`config.mk`:
```
export PLATFORM = sky130hd
export DESIGN_NAME = json_token_scanner
export DESIGN_NICKNAME = d
export VERILOG_FILES = /design/src/design/jts_pkg.sv /design/src/design/jts_scan_core.sv /design/src/design/jts_result_fifo.sv /design/src/design/json_token_scanner.sv
export SDC_FILE = /design/constraint.sdc
export NUM_CORES = 1
export LEC_CHECK = 0
export ABC_AREA = 1
export BUFFER_PORTS_ARGS = -buffer_cell sky130_fd_sc_hd__buf_2
export CAP_MARGIN = 30
export CORE_MARGIN = 2
export CORE_UTILIZATION = 57
export CTS_CLUSTER_DIAMETER = 100
export DETAILED_ROUTE_END_ITERATION = 8
export GPL_TIMING_DRIVEN = 0
export HOLD_SLACK_MARGIN = 0.1
export PLACE_DENSITY = 0.77
export REMOVE_ABC_BUFFERS = 1
export SYNTH_ARGS = -nofsm -noshare
export SYNTH_HDL_FRONTEND = slang
export SYNTH_SLANG_ARGS = --single-unit
```
`constraint.sdc`:
```
create_clock -name clk_i -period 3.6 [get_ports clk_i]
set_input_delay 0.18 -clock clk_i [delete_from_list [all_inputs] [get_ports clk_i]]
set_output_delay 0.18 -clock clk_i [all_outputs]
set_load 0.03 [all_outputs]
```
`src/design/jts_pkg.sv`:
```
`default_nettype none
// ----------------------------------------------------------------------------
// jts_pkg: shared types and constants of the json token scanner
// token codes, scan modes, result records, literal spelling and number grammar
// ----------------------------------------------------------------------------
package jts_pkg;

  localparam int unsigned TOKEN_LENGTH_W = 16;

  typedef enum logic [3:0] {
    TOK_LBRACE  = 4'd0,
    TOK_RBRACE  = 4'd1,
    TOK_LSQUARE = 4'd2,
    TOK_RSQUARE = 4'd3,
    TOK_COMMA   = 4'd4,
    TOK_COLON   = 4'd5,
    TOK_STRCHAR = 4'd6,
    TOK_STREND  = 4'd7,
    TOK_NUMCHAR = 4'd8,
    TOK_NUMEND  = 4'd9,
    TOK_NULL    = 4'd10,
    TOK_TRUE    = 4'd11,
    TOK_FALSE   = 4'd12,
    TOK_END     = 4'd13,
    TOK_INVALID = 4'd14
  } token_kind_e;

  typedef enum logic [3:0] {
    MODE_IDLE    = 4'd0,
    MODE_LIT     = 4'd1,
    MODE_STR     = 4'd2,
    MODE_ESC     = 4'd3,
    MODE_HEX     = 4'd4,
    MODE_SIGN    = 4'd5,
    MODE_ZERO    = 4'd6,
    MODE_INT     = 4'd7,
    MODE_DOT     = 4'd8,
    MODE_FRAC    = 4'd9,
    MODE_EXP     = 4'd10,
    MODE_EXPSIGN = 4'd11,
    MODE_EXPDIG  = 4'd12
  } scan_mode_e;

  typedef enum logic [1:0] {
    LIT_NULL  = 2'd0,
    LIT_TRUE  = 2'd1,
    LIT_FALSE = 2'd2
  } lit_choice_e;

  // character codes
  localparam logic [7:0] CH_SPACE  = 8'h20;
  localparam logic [7:0] CH_CR     = 8'h0d;
  localparam logic [7:0] CH_LF     = 8'h0a;
  localparam logic [7:0] CH_TAB    = 8'h09;
  localparam logic [7:0] CH_BS     = 8'h08;
  localparam logic [7:0] CH_FF     = 8'h0c;
  localparam logic [7:0] CH_LBRACE = 8'h7b;
  localparam logic [7:0] CH_RBRACE = 8'h7d;
  localparam logic [7:0] CH_LSQ    = 8'h5b;
  localparam logic [7:0] CH_RSQ    = 8'h5d;
  localparam logic [7:0] CH_COMMA  = 8'h2c;
  localparam logic [7:0] CH_COLON  = 8'h3a;
  localparam logic [7:0] CH_QUOTE  = 8'h22;
  localparam logic [7:0] CH_BSLASH = 8'h5c;
  localparam logic [7:0] CH_SLASH  = 8'h2f;
  localparam logic [7:0] CH_MINUS  = 8'h2d;
  localparam logic [7:0] CH_PLUS   = 8'h2b;
  localparam logic [7:0] CH_DOT    = 8'h2e;
  localparam logic [7:0] CH_0      = 8'h30;
  localparam logic [7:0] CH_9      = 8'h39;
  localparam logic [7:0] CH_LA     = 8'h61;
  localparam logic [7:0] CH_LB     = 8'h62;
  localparam logic [7:0] CH_LE     = 8'h65;
  localparam logic [7:0] CH_LF_LC  = 8'h66;
  localparam logic [7:0] CH_LN     = 8'h6e;
  localparam logic [7:0] CH_LR     = 8'h72;
  localparam logic [7:0] CH_LT     = 8'h74;
  localparam logic [7:0] CH_LU     = 8'h75;
  localparam logic [7:0] CH_UA     = 8'h41;
  localparam logic [7:0] CH_UE     = 8'h45;
  localparam logic [7:0] CH_UF     = 8'h46;

  localparam logic [7:0] CTRL_MAX  = 8'h1f;
  localparam logic [7:0] BYTE_MAX  = 8'hff;

  typedef struct packed {
    scan_mode_e  mode;
    logic [2:0]  lit_pos;
    lit_choice_e lit_choice;
    logic [15:0] hex_value;
    logic [2:0]  hex_seen;
    logic        failed;
  } scan_state_t;

  typedef struct packed {
    token_kind_e                 token_kind;
    logic [7:0]                  char_value;
    logic [TOKEN_LENGTH_W-1:0]   token_length;
    logic                        last;
  } result_t;

  // r1 is only ever valid together with r0
  typedef struct packed {
    logic    r0_valid;
    result_t r0;
    logic    r1_valid;
    result_t r1;
  } result_pair_t;

  typedef struct packed {
    logic       err;
    scan_mode_e mode;
  } num_step_t;

  function automatic logic is_digit(input logic [7:0] b);
    return (b >= CH_0) && (b <= CH_9);
  endfunction

  // ok flag and nibble value of a hex digit
  function automatic logic [4:0] hex_digit(input logic [7:0] b);
    logic [7:0] v;
    v = 8'h00;
    if (is_digit(b)) begin
      v = b - CH_0;
      return {1'b1, v[3:0]};
    end else if ((b >= CH_LA) && (b <= CH_LF_LC)) begin
      v = b - CH_LA + 8'd10;
      return {1'b1, v[3:0]};
    end else if ((b >= CH_UA) && (b <= CH_UF)) begin
      v = b - CH_UA + 8'd10;
      return {1'b1, v[3:0]};
    end
    return 5'b0_0000;
  endfunction

  function automatic logic [2:0] lit_len(input lit_choice_e c);
    unique case (c)
      LIT_NULL:  return 3'd4;
      LIT_TRUE:  return 3'd4;
      LIT_FALSE: return 3'd5;
      default:   return 3'd0;
    endcase
  endfunction

  function automatic token_kind_e lit_kind(input lit_choice_e c);
    unique case (c)
      LIT_NULL:  return TOK_NULL;
      LIT_TRUE:  return TOK_TRUE;
      default:   return TOK_FALSE;
    endcase
  endfunction

  function automatic logic [7:0] lit_char(input lit_choice_e c, input logic [2:0] pos);
    unique case (c)
      LIT_NULL: begin
        unique case (pos)
          3'd0:    return 8'h6e;
          3'd1:    return 8'h75;
          3'd2:    return 8'h6c;
          3'd3:    return 8'h6c;
          default: return 8'h00;
        endcase
      end
      LIT_TRUE: begin
        unique case (pos)
          3'd0:    return 8'h74;
          3'd1:    return 8'h72;
          3'd2:    return 8'h75;
          3'd3:    return 8'h65;
          default: return 8'h00;
        endcase
      end
      LIT_FALSE: begin
        unique case (pos)
          3'd0:    return 8'h66;
          3'd1:    return 8'h61;
          3'd2:    return 8'h6c;
          3'd3:    return 8'h73;
          3'd4:    return 8'h65;
          default: return 8'h00;
        endcase
      end
      default: return 8'h00;
    endcase
  endfunction

  // next number mode; MODE_IDLE means the byte ends a complete number
  function automatic num_step_t num_next(input scan_mode_e m, input logic [7:0] b);
    logic d;
    logic e;
    num_step_t r;
    d = is_digit(b);
    e = (b == CH_LE) || (b == CH_UE);
    r.err  = 1'b0;
    r.mode = MODE_IDLE;
    unique case (m)
      MODE_SIGN: begin
        if (b == CH_0) r.mode = MODE_ZERO;
        else if (d)    r.mode = MODE_INT;
        else           r.err  = 1'b1;
      end
      MODE_ZERO: begin
        if (d)              r.err  = 1'b1;
        else if (b == CH_DOT) r.mode = MODE_DOT;
        else if (e)         r.mode = MODE_EXP;
      end
      MODE_INT: begin
        if (d)              r.mode = MODE_INT;
        else if (b == CH_DOT) r.mode = MODE_DOT;
        else if (e)         r.mode = MODE_EXP;
      end
      MODE_DOT: begin
        if (d) r.mode = MODE_FRAC;
        else   r.err  = 1'b1;
      end
      MODE_FRAC: begin
        if (d)      r.mode = MODE_FRAC;
        else if (e) r.mode = MODE_EXP;
      end
      MODE_EXP: begin
        if ((b == CH_PLUS) || (b == CH_MINUS)) r.mode = MODE_EXPSIGN;
        else if (d)                            r.mode = MODE_EXPDIG;
        else                                   r.err  = 1'b1;
      end
      MODE_EXPSIGN: begin
        if (d) r.mode = MODE_EXPDIG;
        else   r.err  = 1'b1;
      end
      default: begin
        if (d) r.mode = MODE_EXPDIG;
      end
    endcase
    return r;
  endfunction

  function automatic logic num_complete(input scan_mode_e m);
    return (m == MODE_ZERO) || (m == MODE_INT) || (m == MODE_FRAC) || (m == MODE_EXPDIG);
  endfunction

endpackage
`default_nettype wire

```
`src/design/jts_scan_core.sv`:
```
`default_nettype none
// ----------------------------------------------------------------------------
// jts_scan_core: per-byte scanner step
// next scan state, next length count and up to two results for one request
// ----------------------------------------------------------------------------
module jts_scan_core #(
  parameter int unsigned LENGTH_BITS = 16
) (
  input  logic [7:0]                                     text_byte_i,
  input  logic                                           end_of_text_i,
  input  jts_pkg::scan_state_t                           state_i,
  input  logic [((LENGTH_BITS < 16) ? LENGTH_BITS : 16)-1:0] len_i,
  output jts_pkg::scan_state_t                           state_o,
  output logic [((LENGTH_BITS < 16) ? LENGTH_BITS : 16)-1:0] len_o,
  output jts_pkg::result_pair_t                          res_o
);

  localparam int unsigned CNT_W = (LENGTH_BITS < 16) ? LENGTH_BITS : 16;

  logic [CNT_W-1:0]     len_inc;
  logic                 idle_emit;
  jts_pkg::result_t     idle_res;
  jts_pkg::scan_state_t idle_st;
  logic [CNT_W-1:0]     idle_len;
  jts_pkg::scan_state_t rst_st;
  jts_pkg::num_step_t   nstep;
  logic [4:0]           hx;
  logic [15:0]          hex_next;
  logic [7:0]           b;

  assign b       = text_byte_i;
  assign len_inc = (&len_i) ? len_i : len_i + CNT_W'(1);
  assign nstep   = jts_pkg::num_next(state_i.mode, b);
  assign hx      = jts_pkg::hex_digit(b);
  assign hex_next = {state_i.hex_value[11:0], hx[3:0]};

  always_comb begin
    rst_st            = '0;
    rst_st.mode       = jts_pkg::MODE_IDLE;
    rst_st.lit_choice = jts_pkg::LIT_NULL;
  end

  // what the byte does when scanned between tokens
  always_comb begin
    idle_st      = state_i;
    idle_st.mode = jts_pkg::MODE_IDLE;
    idle_len     = '0;
    idle_emit    = 1'b0;
    idle_res     = '0;
    if ((b == jts_pkg::CH_SPACE) || (b == jts_pkg::CH_CR) ||
        (b == jts_pkg::CH_LF) || (b == jts_pkg::CH_TAB)) begin
      idle_len = len_i;
    end else if (b == jts_pkg::CH_LBRACE) begin
      idle_emit = 1'b1;
      idle_res.token_kind = jts_pkg::TOK_LBRACE;
    end else if (b == jts_pkg::CH_RBRACE) begin
      idle_emit = 1'b1;
      idle_res.token_kind = jts_pkg::TOK_RBRACE;
    end else if (b == jts_pkg::CH_LSQ) begin
      idle_emit = 1'b1;
      idle_res.token_kind = jts_pkg::TOK_LSQUARE;
    end else if (b == jts_pkg::CH_RSQ) begin
      idle_emit = 1'b1;
      idle_res.token_kind = jts_pkg::TOK_RSQUARE;
    end else if (b == jts_pkg::CH_COMMA) begin
      idle_emit = 1'b1;
      idle_res.token_kind = jts_pkg::TOK_COMMA;
    end else if (b == jts_pkg::CH_COLON) begin
      idle_emit = 1'b1;
      idle_res.token_kind = jts_pkg::TOK_COLON;
    end else if (b == jts_pkg::CH_QUOTE) begin
      idle_st.mode = jts_pkg::MODE_STR;
    end else if ((b == jts_pkg::CH_LN) || (b == jts_pkg::CH_LT) ||
                 (b == jts_pkg::CH_LF_LC)) begin
      idle_st.mode    = jts_pkg::MODE_LIT;
      idle_st.lit_pos = 3'd1;
      if (b == jts_pkg::CH_LN)      idle_st.lit_choice = jts_pkg::LIT_NULL;
      else if (b == jts_pkg::CH_LT) idle_st.lit_choice = jts_pkg::LIT_TRUE;
      else                          idle_st.lit_choice = jts_pkg::LIT_FALSE;
    end else if ((b == jts_pkg::CH_MINUS) || jts_pkg::is_digit(b)) begin
      if (b == jts_pkg::CH_MINUS)  idle_st.mode = jts_pkg::MODE_SIGN;
      else if (b == jts_pkg::CH_0) idle_st.mode = jts_pkg::MODE_ZERO;
      else                         idle_st.mode = jts_pkg::MODE_INT;
      idle_len  = CNT_W'(1);
      idle_emit = 1'b1;
      idle_res.token_kind = jts_pkg::TOK_NUMCHAR;
      idle_res.char_value = b;
    end else begin
      idle_emit = 1'b1;
      idle_res.token_kind = jts_pkg::TOK_INVALID;
      idle_st.failed      = 1'b1;
    end
  end

  always_comb begin
    state_o = state_i;
    len_o   = len_i;
    res_o   = '0;
    if (end_of_text_i) begin
      state_o = rst_st;
      len_o   = '0;
      if (!state_i.failed && jts_pkg::num_complete(state_i.mode)) begin
        res_o.r0_valid            = 1'b1;
        res_o.r0.token_kind       = jts_pkg::TOK_NUMEND;
        res_o.r0.token_length     = jts_pkg::TOKEN_LENGTH_W'(len_i);
        res_o.r1_valid            = 1'b1;
        res_o.r1.token_kind       = jts_pkg::TOK_END;
      end else if (!state_i.failed && (state_i.mode != jts_pkg::MODE_IDLE)) begin
        res_o.r0_valid            = 1'b1;
        res_o.r0.token_kind       = jts_pkg::TOK_INVALID;
        res_o.r1_valid            = 1'b1;
        res_o.r1.token_kind       = jts_pkg::TOK_END;
      end else begin
        res_o.r0_valid            = 1'b1;
        res_o.r0.token_kind       = jts_pkg::TOK_END;
      end
    end else if (!state_i.failed) begin
      unique case (state_i.mode)
        jts_pkg::MODE_IDLE: begin
          state_o        = idle_st;
          len_o          = idle_len;
          res_o.r0_valid = idle_emit;
          res_o.r0       = idle_res;
        end
        jts_pkg::MODE_LIT: begin
          if ((state_i.lit_pos < jts_pkg::lit_len(state_i.lit_choice)) &&
              (b == jts_pkg::lit_char(state_i.lit_choice, state_i.lit_pos))) begin
            state_o.lit_pos = state_i.lit_pos + 3'd1;
            if (state_i.lit_pos + 3'd1 == jts_pkg::lit_len(state_i.lit_choice)) begin
              state_o.mode        = jts_pkg::MODE_IDLE;
              res_o.r0_valid      = 1'b1;
              res_o.r0.token_kind = jts_pkg::lit_kind(state_i.lit_choice);
            end
          end else begin
            state_o.mode        = jts_pkg::MODE_IDLE;
            state_o.failed      = 1'b1;
            res_o.r0_valid      = 1'b1;
            res_o.r0.token_kind = jts_pkg::TOK_INVALID;
          end
        end
        jts_pkg::MODE_STR: begin
          if (b == jts_pkg::CH_QUOTE) begin
            state_o.mode          = jts_pkg::MODE_IDLE;
            res_o.r0_valid        = 1'b1;
            res_o.r0.token_kind   = jts_pkg::TOK_STREND;
            res_o.r0.token_length = jts_pkg::TOKEN_LENGTH_W'(len_i);
          end else if (b <= jts_pkg::CTRL_MAX) begin
            state_o.mode        = jts_pkg::MODE_IDLE;
            state_o.failed      = 1'b1;
            res_o.r0_valid      = 1'b1;
            res_o.r0.token_kind = jts_pkg::TOK_INVALID;
          end else if (b == jts_pkg::CH_BSLASH) begin
            state_o.mode = jts_pkg::MODE_ESC;
          end else begin
            len_o               = len_inc;
            res_o.r0_valid      = 1'b1;
            res_o.r0.token_kind = jts_pkg::TOK_STRCHAR;
            res_o.r0.char_value = b;
          end
        end
        jts_pkg::MODE_ESC: begin
          state_o.mode        = jts_pkg::MODE_STR;
          res_o.r0_valid      = 1'b1;
          res_o.r0.token_kind = jts_pkg::TOK_STRCHAR;
          len_o               = len_inc;
          if ((b == jts_pkg::CH_QUOTE) || (b == jts_pkg::CH_SLASH) ||
              (b == jts_pkg::CH_BSLASH)) begin
            res_o.r0.char_value = b;
          end else if (b == jts_pkg::CH_LB) begin
            res_o.r0.char_value = jts_pkg::CH_BS;
          end else if (b == jts_pkg::CH_LF_LC) begin
            res_o.r0.char_value = jts_pkg::CH_FF;
          end else if (b == jts_pkg::CH_LN) begin
            res_o.r0.char_value = jts_pkg::CH_LF;
          end else if (b == jts_pkg::CH_LR) begin
            res_o.r0.char_value = jts_pkg::CH_CR;
          end else if (b == jts_pkg::CH_LT) begin
            res_o.r0.char_value = jts_pkg::CH_TAB;
          end else if (b == jts_pkg::CH_LU) begin
            // start of a four digit escape
            len_o             = len_i;
            res_o             = '0;
            state_o.mode      = jts_pkg::MODE_HEX;
            state_o.hex_value = '0;
            state_o.hex_seen  = '0;
          end else begin
            len_o               = len_i;
            state_o.mode        = jts_pkg::MODE_IDLE;
            state_o.failed      = 1'b1;
            res_o.r0.token_kind = jts_pkg::TOK_INVALID;
          end
        end
        jts_pkg::MODE_HEX: begin
          if (!hx[4]) begin
            state_o.mode        = jts_pkg::MODE_IDLE;
            state_o.failed      = 1'b1;
            res_o.r0_valid      = 1'b1;
            res_o.r0.token_kind = jts_pkg::TOK_INVALID;
          end else begin
            state_o.hex_value = hex_next;
            state_o.hex_seen  = state_i.hex_seen + 3'd1;
            if (state_i.hex_seen == 3'd3) begin
              res_o.r0_valid = 1'b1;
              if (hex_next <= 16'(jts_pkg::BYTE_MAX)) begin
                state_o.mode        = jts_pkg::MODE_STR;
                len_o               = len_inc;
                res_o.r0.token_kind = jts_pkg::TOK_STRCHAR;
                res_o.r0.char_value = hex_next[7:0];
              end else begin
                state_o.mode        = jts_pkg::MODE_IDLE;
                state_o.failed      = 1'b1;
                res_o.r0.token_kind = jts_pkg::TOK_INVALID;
              end
            end
          end
        end
        default: begin
          // number lexeme
          if (nstep.err) begin
            state_o.mode        = jts_pkg::MODE_IDLE;
            state_o.failed      = 1'b1;
            res_o.r0_valid      = 1'b1;
            res_o.r0.token_kind = jts_pkg::TOK_INVALID;
          end else if (nstep.mode == jts_pkg::MODE_IDLE) begin
            res_o.r0_valid        = 1'b1;
            res_o.r0.token_kind   = jts_pkg::TOK_NUMEND;
            res_o.r0.token_length = jts_pkg::TOKEN_LENGTH_W'(len_i);
            res_o.r1_valid        = idle_emit;
            res_o.r1              = idle_res;
            state_o               = idle_st;
            len_o                 = idle_len;
          end else begin
            state_o.mode        = nstep.mode;
            len_o               = len_inc;
            res_o.r0_valid      = 1'b1;
            res_o.r0.token_kind = jts_pkg::TOK_NUMCHAR;
            res_o.r0.char_value = b;
          end
        end
      endcase
    end

    // mark the final result of this request
    if (res_o.r1_valid) begin
      res_o.r1.last = 1'b1;
    end else if (res_o.r0_valid) begin
      res_o.r0.last = 1'b1;
    end
  end

endmodule
`default_nettype wire

```
`src/design/jts_result_fifo.sv`:
```
`default_nettype none
// ----------------------------------------------------------------------------
// jts_result_fifo: result queue
// takes up to two results per cycle and, when popped, hands out one per cycle
// ----------------------------------------------------------------------------
module jts_result_fifo (
  input  logic                  clk_i,
  input  logic                  rst_ni,
  input  jts_pkg::result_pair_t push_i,
  input  logic                  pop_i,
  output logic                  room_two_o,
  output logic                  valid_o,
  output jts_pkg::result_t      head_o
);

  localparam int unsigned DEPTH = 4;
  localparam int unsigned PTR_W = $clog2(DEPTH);
  localparam int unsigned CNT_W = PTR_W + 1;

  jts_pkg::result_t mem_q [DEPTH];
  logic [PTR_W-1:0] wr_ptr_q, wr_ptr_d;
  logic [PTR_W-1:0] rd_ptr_q, rd_ptr_d;
  logic [CNT_W-1:0] count_q, count_d;
  logic [CNT_W-1:0] n_push;
  logic             do_pop;

  assign valid_o    = (count_q != '0);
  assign head_o     = mem_q[rd_ptr_q];
  assign room_two_o = (count_q <= CNT_W'(DEPTH - 2));
  assign do_pop     = pop_i && valid_o;
  assign n_push     = CNT_W'(push_i.r0_valid) + CNT_W'(push_i.r1_valid);

  always_comb begin
    wr_ptr_d = wr_ptr_q + PTR_W'(n_push);
    rd_ptr_d = rd_ptr_q + PTR_W'(do_pop);
    count_d  = count_q + n_push - CNT_W'(do_pop);
  end

  always_ff @(posedge clk_i or negedge rst_ni) begin
    if (!rst_ni) begin
      wr_ptr_q <= '0;
      rd_ptr_q <= '0;
      count_q  <= '0;
    end else begin
      wr_ptr_q <= wr_ptr_d;
      rd_ptr_q <= rd_ptr_d;
      count_q  <= count_d;
    end
  end

  always_ff @(posedge clk_i) begin
    if (push_i.r0_valid) begin
      mem_q[wr_ptr_q] <= push_i.r0;
    end
    if (push_i.r1_valid) begin
      mem_q[wr_ptr_q + PTR_W'(1)] <= push_i.r1;
    end
  end

endmodule
`default_nettype wire

```
`src/design/json_token_scanner.sv`:
```
`default_nettype none
// ----------------------------------------------------------------------------
// json_token_scanner: streaming json lexer
// one text byte per request in, token events out
// ----------------------------------------------------------------------------
// The scanner takes one byte of JSON text per cycle and sustains that rate as
// long as the consumer keeps up. A request is held in an input register; from
// there the scan step (state update and up to two token events) is a short
// combinational path into a four-entry result queue, so a result passes the
// input register and the queue before it appears. Most bytes give zero or one
// event; a byte that ends a number and also starts a token, and end of text
// after a number or inside an unfinished token, gives two, which drain one per
// cycle from the queue unless the consumer stalls. The input stalls only while
// the queue has fewer than two free entries, so the output rate of one event
// per cycle is what bounds the throughput. Lengths of strings and numbers
// saturate at min(2^LENGTH_BITS - 1, 0xffff). After an invalid event all bytes
// are dropped until end of text, which always gives end and returns to reset.
// ----------------------------------------------------------------------------
module json_token_scanner #(
  parameter int unsigned LENGTH_BITS = 16
) (
  input  logic        clk_i,
  input  logic        rst_ni,
  // request side
  input  logic        in_valid_i,
  output logic        in_stall_o,
  input  logic [7:0]  text_byte_i,
  input  logic        end_of_text_i,
  // result side
  output logic        out_valid_o,
  input  logic        out_stall_i,
  output logic [3:0]  token_kind_o,
  output logic [7:0]  char_value_o,
  output logic [15:0] token_length_o,
  output logic        last_o
);

  localparam int unsigned CNT_W = (LENGTH_BITS < 16) ? LENGTH_BITS : 16;

  // input register
  logic                  in_valid_q;
  logic [7:0]            in_byte_q;
  logic                  in_eot_q;

  // scanner state
  jts_pkg::scan_state_t  state_q, state_d;
  logic [CNT_W-1:0]      len_q, len_d;

  jts_pkg::result_pair_t res_pair;
  jts_pkg::result_pair_t push;
  jts_pkg::result_t      head;
  logic                  room_two;
  logic                  advance;

  // a buffered request moves on once the queue can absorb two events
  assign advance    = in_valid_q && room_two;
  assign in_stall_o = in_valid_q && !room_two;

  always_ff @(posedge clk_i or negedge rst_ni) begin
    if (!rst_ni) begin
      in_valid_q <= 1'b0;
    end else if (!in_stall_o) begin
      in_valid_q <= in_valid_i;
    end
  end

  // payload needs no reset
  always_ff @(posedge clk_i) begin
    if (in_valid_i && !in_stall_o) begin
      in_byte_q <= text_byte_i;
      in_eot_q  <= end_of_text_i;
    end
  end

  jts_scan_core #(
    .LENGTH_BITS (LENGTH_BITS)
  ) u_scan_core (
    .text_byte_i   (in_byte_q),
    .end_of_text_i (in_eot_q),
    .state_i       (state_q),
    .len_i         (len_q),
    .state_o       (state_d),
    .len_o         (len_d),
    .res_o         (res_pair)
  );

  always_ff @(posedge clk_i or negedge rst_ni) begin
    if (!rst_ni) begin
      state_q <= '{mode: jts_pkg::MODE_IDLE, lit_pos: 3'd0, lit_choice: jts_pkg::LIT_NULL,
                   hex_value: 16'h0000, hex_seen: 3'd0, failed: 1'b0};
      len_q   <= '0;
    end else if (advance) begin
      state_q <= state_d;
      len_q   <= len_d;
    end
  end

  // events only enter the queue when the request really advances
  always_comb begin
    push          = res_pair;
    push.r0_valid = res_pair.r0_valid && advance;
    push.r1_valid = res_pair.r1_valid && advance;
  end

  jts_result_fifo u_result_fifo (
    .clk_i      (clk_i),
    .rst_ni     (rst_ni),
    .push_i     (push),
    .pop_i      (!out_stall_i),
    .room_two_o (room_two),
    .valid_o    (out_valid_o),
    .head_o     (head)
  );

  assign token_kind_o   = head.token_kind;
  assign char_value_o   = head.char_value;
  assign token_length_o = head.token_length;
  assign last_o         = head.last;

`ifndef SYNTHESIS
  // end of text always brings the scanner back to its reset state
  a_eot_resets: assert property (@(posedge clk_i) disable iff (!rst_ni)
    (advance && in_eot_q) |=>
      (state_q.mode == jts_pkg::MODE_IDLE && !state_q.failed && len_q == '0))
    else $error("scanner state not cleared after end of text");

  // a failed scanner drops text bytes silently
  a_failed_quiet: assert property (@(posedge clk_i) disable iff (!rst_ni)
    (advance && state_q.failed && !in_eot_q) |-> !res_pair.r0_valid)
    else $error("event produced while failed");

  // two events come in order with last on the second only
  a_pair_order: assert property (@(posedge clk_i) disable iff (!rst_ni)
    res_pair.r1_valid |->
      (res_pair.r0_valid && !res_pair.r0.last && res_pair.r1.last))
    else $error("malformed event pair");

  // single events always carry last
  a_single_last: assert property (@(posedge clk_i) disable iff (!rst_ni)
    (res_pair.r0_valid && !res_pair.r1_valid) |-> res_pair.r0.last)
    else $error("single event without last");
`endif

endmodule
`default_nettype wire

```
### Yosys cells after proc, flatten, opt, wreduce, memory -nomap -nowiden

Memories as Yosys holds them, arrays and structs flattened.
Cells that the tools add are included.

| cells by class | value |
|---|---|
| add/sub/neg operators | 14 |
| magnitude comparators | 10 |
| equal/unequal tests | 72 |
| mux-type cells | 241 |
| reduce and logical (&&, ||, !) cells | 52 |

Operator list:

| cell | count |
|---|---|
| two-way mux 55 bit | 9 |
| two-way mux 16 bit | 30 |
| two-way mux 47 bit | 6 |
| two-way mux 8 bit | 22 |
| two-way mux 4 bit | 36 |
| two-way mux 12 bit | 10 |
| two-way mux 20 bit | 6 |
| two-way mux 5 bit | 23 |
| equality test 8 x 7 -> 1 bit (second input constant) | 13 |
| one-hot mux 16 bit (5 select lines) | 1 |
| equality test 8 x 6 -> 1 bit (second input constant) | 9 |
| two-way mux 9 bit | 7 |
| two-way mux 30 bit | 2 |
| two-way mux 60 bit | 1 |
| one-hot mux 30 bit (2 select lines) | 1 |
| two-way mux 29 bit | 2 |
| one-hot mux 19 bit (3 select lines) | 1 |
| two-way mux 25 bit | 2 |
| two-way mux 24 bit | 2 |
| one-hot mux 16 bit (3 select lines) | 1 |
| two-way mux 1 bit | 46 |
| one-hot mux 8 bit (5 select lines) | 1 |
| two-way mux 19 bit | 2 |
| one-hot mux 7 bit (5 select lines) | 1 |
| other kinds (68) | 155 |

| word-level totals | value |
|---|---|
| flip-flop bits (word level) | 58 |
| memory bits (writable) | 116 |
| input port bits | 13 |
| output and inout port bits | 31 |
| word-level logic and storage cells | 403 |
| memories kept | 1 |

Memories:

| name | words | width | rd ports | clocked after Yosys merged registers in | wr ports | RTL line | source |
|---|---|---|---|---|---|---|---|
| u_result_fifo.mem_q | 4 | 29 | 1 | 0 | 2 | jts_result_fifo.sv:20 | `jts_pkg::result_t mem_q [DEPTH];` |

### Depth between registers and ports, before layout

Gate-level depths: netlist (run 1).

| logic depth | value |
|---|---|
| word-level depth | 29 |
| gate-level depth with buffers | 24 |
| depth with buffers taken out | 22 |

### Cells and area by module

Synthesis (run 1) repeated with hierarchy kept, for this count alone.

| unflattened totals | value |
|---|---|
| cells, all modules | 2101 |
| area, all modules | 14103.5 um^2 |

Modules (own cells, without submodules):

| module | times used | cells an instance | area an instance (um^2) | sequential area each (um^2) |
|---|---|---|---|---|
| jts_result_fifo | 1 | 903 | 7094.3 | 3658.5 |
| jts_scan_core | 1 | 981 | 4873.4 | 0.0 |
| json_token_scanner | 1 | 217 | 2135.8 | 1421.4 |

### Worst setup path after synthesis (run 1)

Ideal clock, no wire load.

| timing | value |
|---|---|
| kind | register to register |
| start | register in_byte_q[1] |
| end | register u_result_fifo.count_q[2] |
| library setup time | 123 ps |
| data arrival time | 3519 ps |
| required time | 3477 ps |
| setup slack | -42 ps |
| stages on the path, launching flop included | 25 |
| buffers on the path | 3 |
| period minus slack after synthesis | 3642 ps |
| cells stage by stage | edfxtp_1 > clkbuf_1 > inv_1 > ha_1 > inv_1 > nand3_1 > nand3_4 > inv_2 > buf_6 > nand3_1 > nand2_1 > nor2_2 > nand3_4 > nor2_4 > nand3_2 > nand2_2 > nand2_1 > inv_2 > buf_4 > ha_1 > inv_1 > ha_1 > inv_1 > fa_1 > xnor2_1 |

| between the ends | value |
|---|---|
| longest elaborated chain between the ends | 21 |
| elaborated cells on any way between the ends | 108 |
| those cells by class | add/sub (3); order compare (7); eq/ne (26); mux (56); reduce/logical (16) |

Ends and longest elaborated chain:

| element | RTL line | source |
|---|---|---|
| from (decl) | json_token_scanner.sv:42 | `logic [7:0] in_byte_q;` |
| from (signal assigned) | json_token_scanner.sv:70 | `in_byte_q <= text_byte_i;` |
| equality test 8 x 7 -> 1 bit, on equally long branches | jts_scan_core.sv:73, jts_scan_core.sv:173, jts_scan_core.sv:177 |  |
| logical OR 1 bit (2 in series) | jts_scan_core.sv:73 | `end else if ((b == jts_pkg::CH_LN) \|\| (b == jts_pkg::CH_LT) \|\|` |
| two-way mux 1 bit | jts_scan_core.sv:73 |  |
| two-way mux 1 bit | jts_scan_core.sv:71 | `end else if (b == jts_pkg::CH_QUOTE) begin` |
| two-way mux 1 bit | jts_scan_core.sv:68 | `end else if (b == jts_pkg::CH_COLON) begin` |
| two-way mux 1 bit | jts_scan_core.sv:65 | `end else if (b == jts_pkg::CH_COMMA) begin` |
| two-way mux 1 bit | jts_scan_core.sv:62 | `end else if (b == jts_pkg::CH_RSQ) begin` |
| two-way mux 1 bit | jts_scan_core.sv:59 | `end else if (b == jts_pkg::CH_LSQ) begin` |
| [5 not listed] | - |  |
| one-hot mux 30 bit (2 select lines) | jts_scan_core.sv:118 | `unique case (state_i.mode)` |
| two-way mux 60 bit * | jts_scan_core.sv:117 | `end else if (!state_i.failed) begin` |
| two-way mux 5 bit | jts_scan_core.sv:99 | `if (end_of_text_i) begin` |
| logical AND 1 bit | json_token_scanner.sv:102 | `push.r1_valid = res_pair.r1_valid && advance;` |
| adder 1 x 1 -> 2 bit * | jts_result_fifo.sv:31 | `assign n_push = CNT_W'(push_i.r0_valid) + CNT_W'(push_i.r1_valid);` |
| adder 3 bit * | jts_result_fifo.sv:36 | `count_d = count_q + n_push - CNT_W'(do_pop);` |
| subtractor 3 x 1 -> 3 bit * | jts_result_fifo.sv:36 |  |
| via u_result_fifo.count_d[2] | jts_result_fifo.sv:23 | `logic [CNT_W-1:0] count_q, count_d;` |
| to (signal assigned) | jts_result_fifo.sv:47 | `count_q <= count_d;` |
| to (decl) | jts_result_fifo.sv:23 |  |

Mark *: on every way through the listed nets, which the timed path passes. The rest lies on a longest branch.
A chain may end at the register's enable or synchronous reset.

### Worst setup path in the final report (run 1)

| timing | value |
|---|---|
| start | register in_byte_q[7] |
| end | register u_result_fifo.count_q[2] |

The elaborated chain is that of the path after synthesis.

==> results of run 1 <==
-- metrics by stage --
step	std cells	area (um2)
2_1_floorplan	1434	10400
3_3_place_gp	1711	10900
3_5_place_dp	1716	11000
4_1_cts	1771	11900
5_1_grt	1782	12100
6_report	1782	12100
-- where the power goes --
group | switching [uW] | internal, uW
Clock | 830 | 996
Sequential | 167 | 2280
Combinational | 2530 | 955
-- metal layers --
layer  global-route usage [%]  vias to the layer above  share of wire (%)
met5                        0                        -                  0
met4                     13.8                        0                4.1
met3                     4.25                       88                7.0
met2                     51.5                      506                 46
met1                     42.8                     4954                 43
li1                         -                     5086                  -
-- timing repair --
action | CTS | global route
buffers inserted | 12 | 10
gates cloned | 0 | 1
setup endpoints to repair | 169 | 140
pin swaps | 2 | 5
endpoints found under the hold margin | 59 | 0
hold buffers | 11 | 0
gates resized for setup | 25 | 30
-- worst max-delay path: cells and delay by family (launching register included) --
| kind | cells | cell delay, ps |
|---|---|---|
| xor gates and xnor gates | 1 | 140 |
| adders and majority gates | 3 | 870 |
| DFF | 1 | 480 |
| AOI/OAI and AO/OA | 1 | 70 |
| buffers and inverters | 6 | 620 |
| and+or+nand+nor | 8 | 1150 |
-- cell type report --
type                    count  area (um2)  share of cell area [%]
well taps                 234         293                    2.42
clock inverters            12         123                    1.01
multi-input cells        1122        5740                    47.5
inverters                 138         539                    4.46
repair inverters            1        5.00                  0.0414
flip-flops and latches    174        4340                    35.9
clock buffers              20         448                    3.71
repair buffers             81         597                    4.94
-- placed cells by master, fill, tap and decap left out, types with 10 or more instances in the layout --
cell type / n
dfrtp_1: 46
ha_1: 19
xor2_1: 15
buf_2: 43
o22ai_1: 44
nand2_1: 376
buf_4: 22
clkbuf_16: 17
inv_1: 122
a21oi_1: 46
edfxtp_1: 61
a21oi_4: 10
dlygate4sd3_1: 11
nand3_1: 141
nor2_1: 181
o21ai_0: 147
dfxtp_1: 64
nand4_1: 26
nor3_1: 17
-- logic make-up after synthesis --
| kind of cell | after synthesis | synth area share, % |
|---|---|---|
| compound gates | 285 | 15.8 |
| xor+xnor | 20 | 1.63 |
| fa+ha+maj | 21 | 2.52 |
| buf+inv | 200 | 7.61 |
| flops | 174 | 40.5 |
| simple gates | 796 | 32.0 |
-- registers in the layout, indices dropped and copies added, names as in the netlist --
signal                  flops
in_eot_q                    1
u_result_fifo.wr_ptr_q      2
len_q                      16
u_result_fifo.mem_q       116
in_valid_q                  1
u_result_fifo.count_q       3
u_result_fifo.rd_ptr_q      2
in_byte_q                   8
state_q                    25
-- worst max-delay path by stage --
stage                                       endpoint  slack (ps)  cells past startpoint
after global routing      u_result_fifo.mem_q[1][19]         -10                     15
after global placement    u_result_fifo.mem_q[2][27]        -820                     15
after detailed placement  u_result_fifo.mem_q[2][24]        -790                     15
after CTS                 u_result_fifo.mem_q[0][17]         -10                     11
after floorplan             u_result_fifo.count_q[2]          80                     21
final                       u_result_fifo.count_q[2]         140                     19
==> metrics, run 1 <==
worst slew pin tran 972 ps; Max-Cap Viols 0; Util after Layout 65.1%; n_diodes 0; # rows 50; CTS Buf Count 17; Total Die Area 0.0199 mm2; DRC errors left 0; max-slew violations 0; drt total wl 31,600 um; # fillers 1,636; Core Box Area 0.0186 mm2; most frequent cells after synthesis 385 x nand2_1, 188 x nor2_1, 148 x o21ai_0; post-synth top area share 17.1%; Synth area leaders edfxtp_1 17%, nand2_1 13%, dfxtp_1 12%, dfrtp_1 11%, o21ai_0 6.9%; Hold EP u_result_fifo.rd_ptr_q[0]; Leakage Power 0.00525 uW; area delta synth->final 12.8%; initial antenna violation count 0; Layout Nets 1,569; io pins 44; skew final 13.5 ps; slowest CP cell edfxtp_1; sequential area share after synthesis 40.5%; clk_lat worst skew 430 ps; Reg-to-Reg End u_result_fifo.count_q[2]; input/output buffers 43; largest net degree at the start of global routing 59; Die W 141 um; RR Startpoint in_byte_q[7]; clock sinks 174; R2R depth 19; Total GRT Usage 31.8%; startpoint class of the critical path register; clock tree buffer depth 2; vias in the first global route 9,707; H-tree depth 4; crit-path max cell delay 480 ps; Pwr Total 7760 uW; Syn Inst Count 1,496; Synth async-reset ratio 28.2%; via count 10,634; HPWL after DPL 21,600 um; library cells used by synthesis 54; Starting Density 57.7%; status finished clean; Fin. Hold Viols 0; Synth Flop Type dfxtp_1; worst-path maximum fanout 5; layout cells sized above 1 12.0%; Max-slew headroom 35.1%; crit path from in_byte_q[7]; iteration count of the initial detailed-routing pass 6; Crit. End Element register; syn avg cell area 7.17 um2; Routed Antenna Nets 0; CTS root buf clkbuf_16; TNS Setup 0 ps; most common cell in the synthesized netlist nand2_1; crit share post-route 96.1%; required time worst endpoint 3900 ps; Yosys reg bits 174; clk slew on worst S/H paths 70 ps; die height 141 um; minimum clock period after layout 3460 ps; flop2flop setup slack 140 ps; WHS Path Cells 3; number of synthesized flops with an enable pin 61; GPL Wtd Cong 0.979; Cell Chain, Critical Path inv_2, nand2_1, nor2_4, inv_2, nor3_2, inv_1, nand2_1, a21oi_2, nand2_1, nor2_1, nand3_4, nand2_1, inv_1, ha_4, inv_1, ha_1, inv_1, fa_1, xnor2_1; first-pass GRT wire length 50,300 um; cell area power density 642 mW/mm2; wire length per cell 17.8 um; Worst EP arrival 3770 ps; worst vdd ir 460 uV; dpl ws -793 ps; worst hold start out_stall_i; Final WS setup 139 ps; biggest area consumer among synthesized cells edfxtp_1; Syn. warnings 0; mapped cell area 0.0107 mm2; kind of critical path reg -> reg; CTS tree done; highest clock rate 0.289 GHz; worst min-delay path class in -> reg; final setup vio count 0; Hold Slack 185 ps; Iter 0 DRT Violations 1,221; grt ovf 0; number of vias per cell 5.97
Power figures use the tool's default switching activity.
==> run 2, diff against run 1 <==
Settings changed: CORE_UTILIZATION 57 to 45, PLACE_DENSITY 0.77 to 0.64.
==> metrics, run 2 (synthesis results as in run 1) <==
status finished clean; io pins 44 (unchanged); initial antenna violation count 0 (unchanged); Final WS setup 147 ps (+7.75 ps); area delta synth->final 14.9%; Crit. End Element register; CTS tree done; via count 10,484 (-1.4%); H-tree depth 4 (unchanged); max-slew violations 0 (unchanged); die height 158 um (+12%); n_diodes 0 (unchanged); GPL Wtd Cong 0.956 (-2.3%); Total GRT Usage 26.3% (-5.5 points); Max-Cap Viols 0 (unchanged); placed inst area 0.0112 mm2 (+1.2%); cell family with most CP delay adder cells; Crit. path cell count 20 (+1); kind of critical path reg -> reg; Layout Nets 1,582 (+0.83%); Total Die Area 0.0251 mm2 (+26%); Worst EP arrival 3780 ps (about the same); clock tree buffer depth 2 (unchanged); first-pass GRT wire length 51,100 um (+1.7%); cell area after layout 0.0123 mm2 (+1.9%); skew final 15.6 ps (+2.13 ps); Iter 0 DRT Violations 1,003 (-18%); clock sinks 174 (unchanged); WP buf/inv 5 (-1); R2R depth 20 (+1); Die W 158 um (+12%); CTS Buf Count 17 (unchanged); required time worst endpoint 3920 ps (+20 ps); wire length per cell 17.3 um (-2.5%); number of vias per cell 5.58 (-6.5%); Most flops, register u_result_fifo.mem_q; DRC errors left 0 (unchanged); largest net degree at the start of global routing 57 (-3.4%); HPWL after DPL 21,700 um (+0.27%); # fillers 2,342 (+43%); vias in the first global route 9,499 (-2.1%); worst-path maximum fanout 6 (+1); Hold Slack 174 ps (-10.3 ps); Max-slew headroom 35.9% (+0.78 points); top flop regs u_result_fifo.mem_q: 116 flops, state_q: 25 flops, len_q: 16 flops; crit share post-route 95.9% (-0.22 points); slowest CP cell fa_1; crit-path max cell delay 430 ps (-50 ps); CTS root buf clkbuf_16; Leakage Power 0.00532 uW (+1.3%); highest clock rate 0.290 GHz (+0.22%); worst slew pin tran 961 ps (-11.4 ps); Fin. Hold Viols 0 (unchanged); dpl ws -904 ps (-111 ps); Core Box Area 0.0234 mm2 (+26%); Starting Density 45.8% (-12 points); iteration count of the initial detailed-routing pass 7 (+1); # rows 56 (+12%); drt total wl 32,600 um (+2.9%); max FFs per register 116 (unchanged); worst vdd ir 511 uV (+11%); most frequent cells in the layout 376 x nand2_1, 184 x nor2_1, 147 x o21ai_0; worst min-delay path class in -> reg; clk slew on worst S/H paths 80 ps (about the same); clk_lat worst skew 440 ps (about the same); cell area power density 640 mW/mm2 (-0.21%); Cell Chain, Critical Path buf_4, buf_4, ha_1, nand3_1, nand2_2, nand4_1, nand2_1, nor2_4, nand3_4, nor2_4, nand3_2, nand2_4, nand2_1, inv_4, ha_2, inv_1, ha_1, inv_1, fa_1, xnor2_1; minimum clock period after layout 3450 ps (-7.75 ps); input/output buffers 43 (unchanged); Routed Antenna Nets 0 (unchanged); startpoint class of the critical path register; layout cells sized above 1 12.6% (+0.54 points); most common cell after layout, fill and taps aside nand2_1; grt ovf 0 (unchanged); final setup vio count 0 (unchanged); WHS Path Cells 3 (unchanged)
==> run 2: cell count changes in the layout (fill, tap and decap cells not counted), sizes merged <==
cell      before  now
buf           70   83
bufinv         1    0
clkbuf        20   17
clkinv         4    8
clkinvlp       2    3
inv          144  143
==> run 2: per-layer routing <==
metal / vias up / wire length (um) / part of all wire, % / global-route usage [%]
li1: 5118 / - / - / -
met1: 4874 / 14400 / 44 / 36.0
met2: 438 / 15200 / 47 / 43.5
met3: 54 / 2310 / 7.1 / 3.81
met4: 0 / 650 / 2.0 / 7.08
met5: - / 0 / 0 / 0
==> run 2: cell type report <==
class / instances / area (um2) / area share, %
Tap cell: 319 / 399 / 3.24
Clock buffer: 17 / 425 / 3.45
Timing Repair Buffer: 94 / 711 / 5.77
Multi-Input combinational cell: 1122 / 5720 / 46.5
Inverter: 138 / 539 / 4.38
Timing Repair inverter: 1 / 5.00 / 0.0406
Clock inverter: 15 / 176 / 1.43
Sequential cell: 174 / 4340 / 35.2
==> run 2: repair_timing <==
item | CTS | global route
setup buffers | 10 | 22
gates resized for setup | 24 | 29
hold endpoints to repair | 34 | 0
cloned | 1 | 0
setup endpoints to repair | 165 | 108
hold buffers | 11 | 0
pin swaps | 2 | 4
==> run 2: where the power goes <==
part	switching, uW	internal, uW	total (uW)
combinational	2560	993	3560
sequential	173	2280	2450
clock	945	941	1890
==> run 2: worst register-to-register path: stages, from the launching register on <==
cell and delay [ps]:
edfxtp_1 400, buf_4 160, buf_4 170, ha_1 250, nand3_1 140, nand2_2 90
nand4_1 110, nand2_1 120, nor2_4 130, nand3_4 90, nor2_4 130, nand3_2 120
nand2_4 110, nand2_1 90, inv_4 90, ha_2 200, inv_1 60, ha_1 270
inv_1 50, fa_1 430, xnor2_1 130
==> run 2: through the flow <==
| step | utilization, % | power (uW) | setup TNS, ps | cells |
|---|---|---|---|---|
| after floorplan | - | 4690 | 0 | 1434 |
| final | 52.6 | 7890 | 0 | 1880 |
| after CTS | 51.5 | 7800 | 0 | 1857 |
| after global routing | 52.6 | 8340 | -53.0 | 1880 |
| after global placement | 47.2 | 5720 | -109220 | 1796 |
| after detailed placement | 47.7 | 5830 | -92240 | 1803 |
==> run 2: final timing paths <==
check                                            end  slack, ps                       from
setup / recovery            u_result_fifo.count_q[2]        150               in_byte_q[0]
hold / removal             u_result_fifo.rd_ptr_q[0]        170                out_stall_i
setup reg to reg            u_result_fifo.count_q[2]        150               in_byte_q[0]
hold reg to reg            u_result_fifo.mem_q[2][2]        460  u_result_fifo.mem_q[2][2]
max in group asynchronous                  len_q[14]       2740                     rst_ni
min in group asynchronous                 state_q[6]        290                     rst_ni
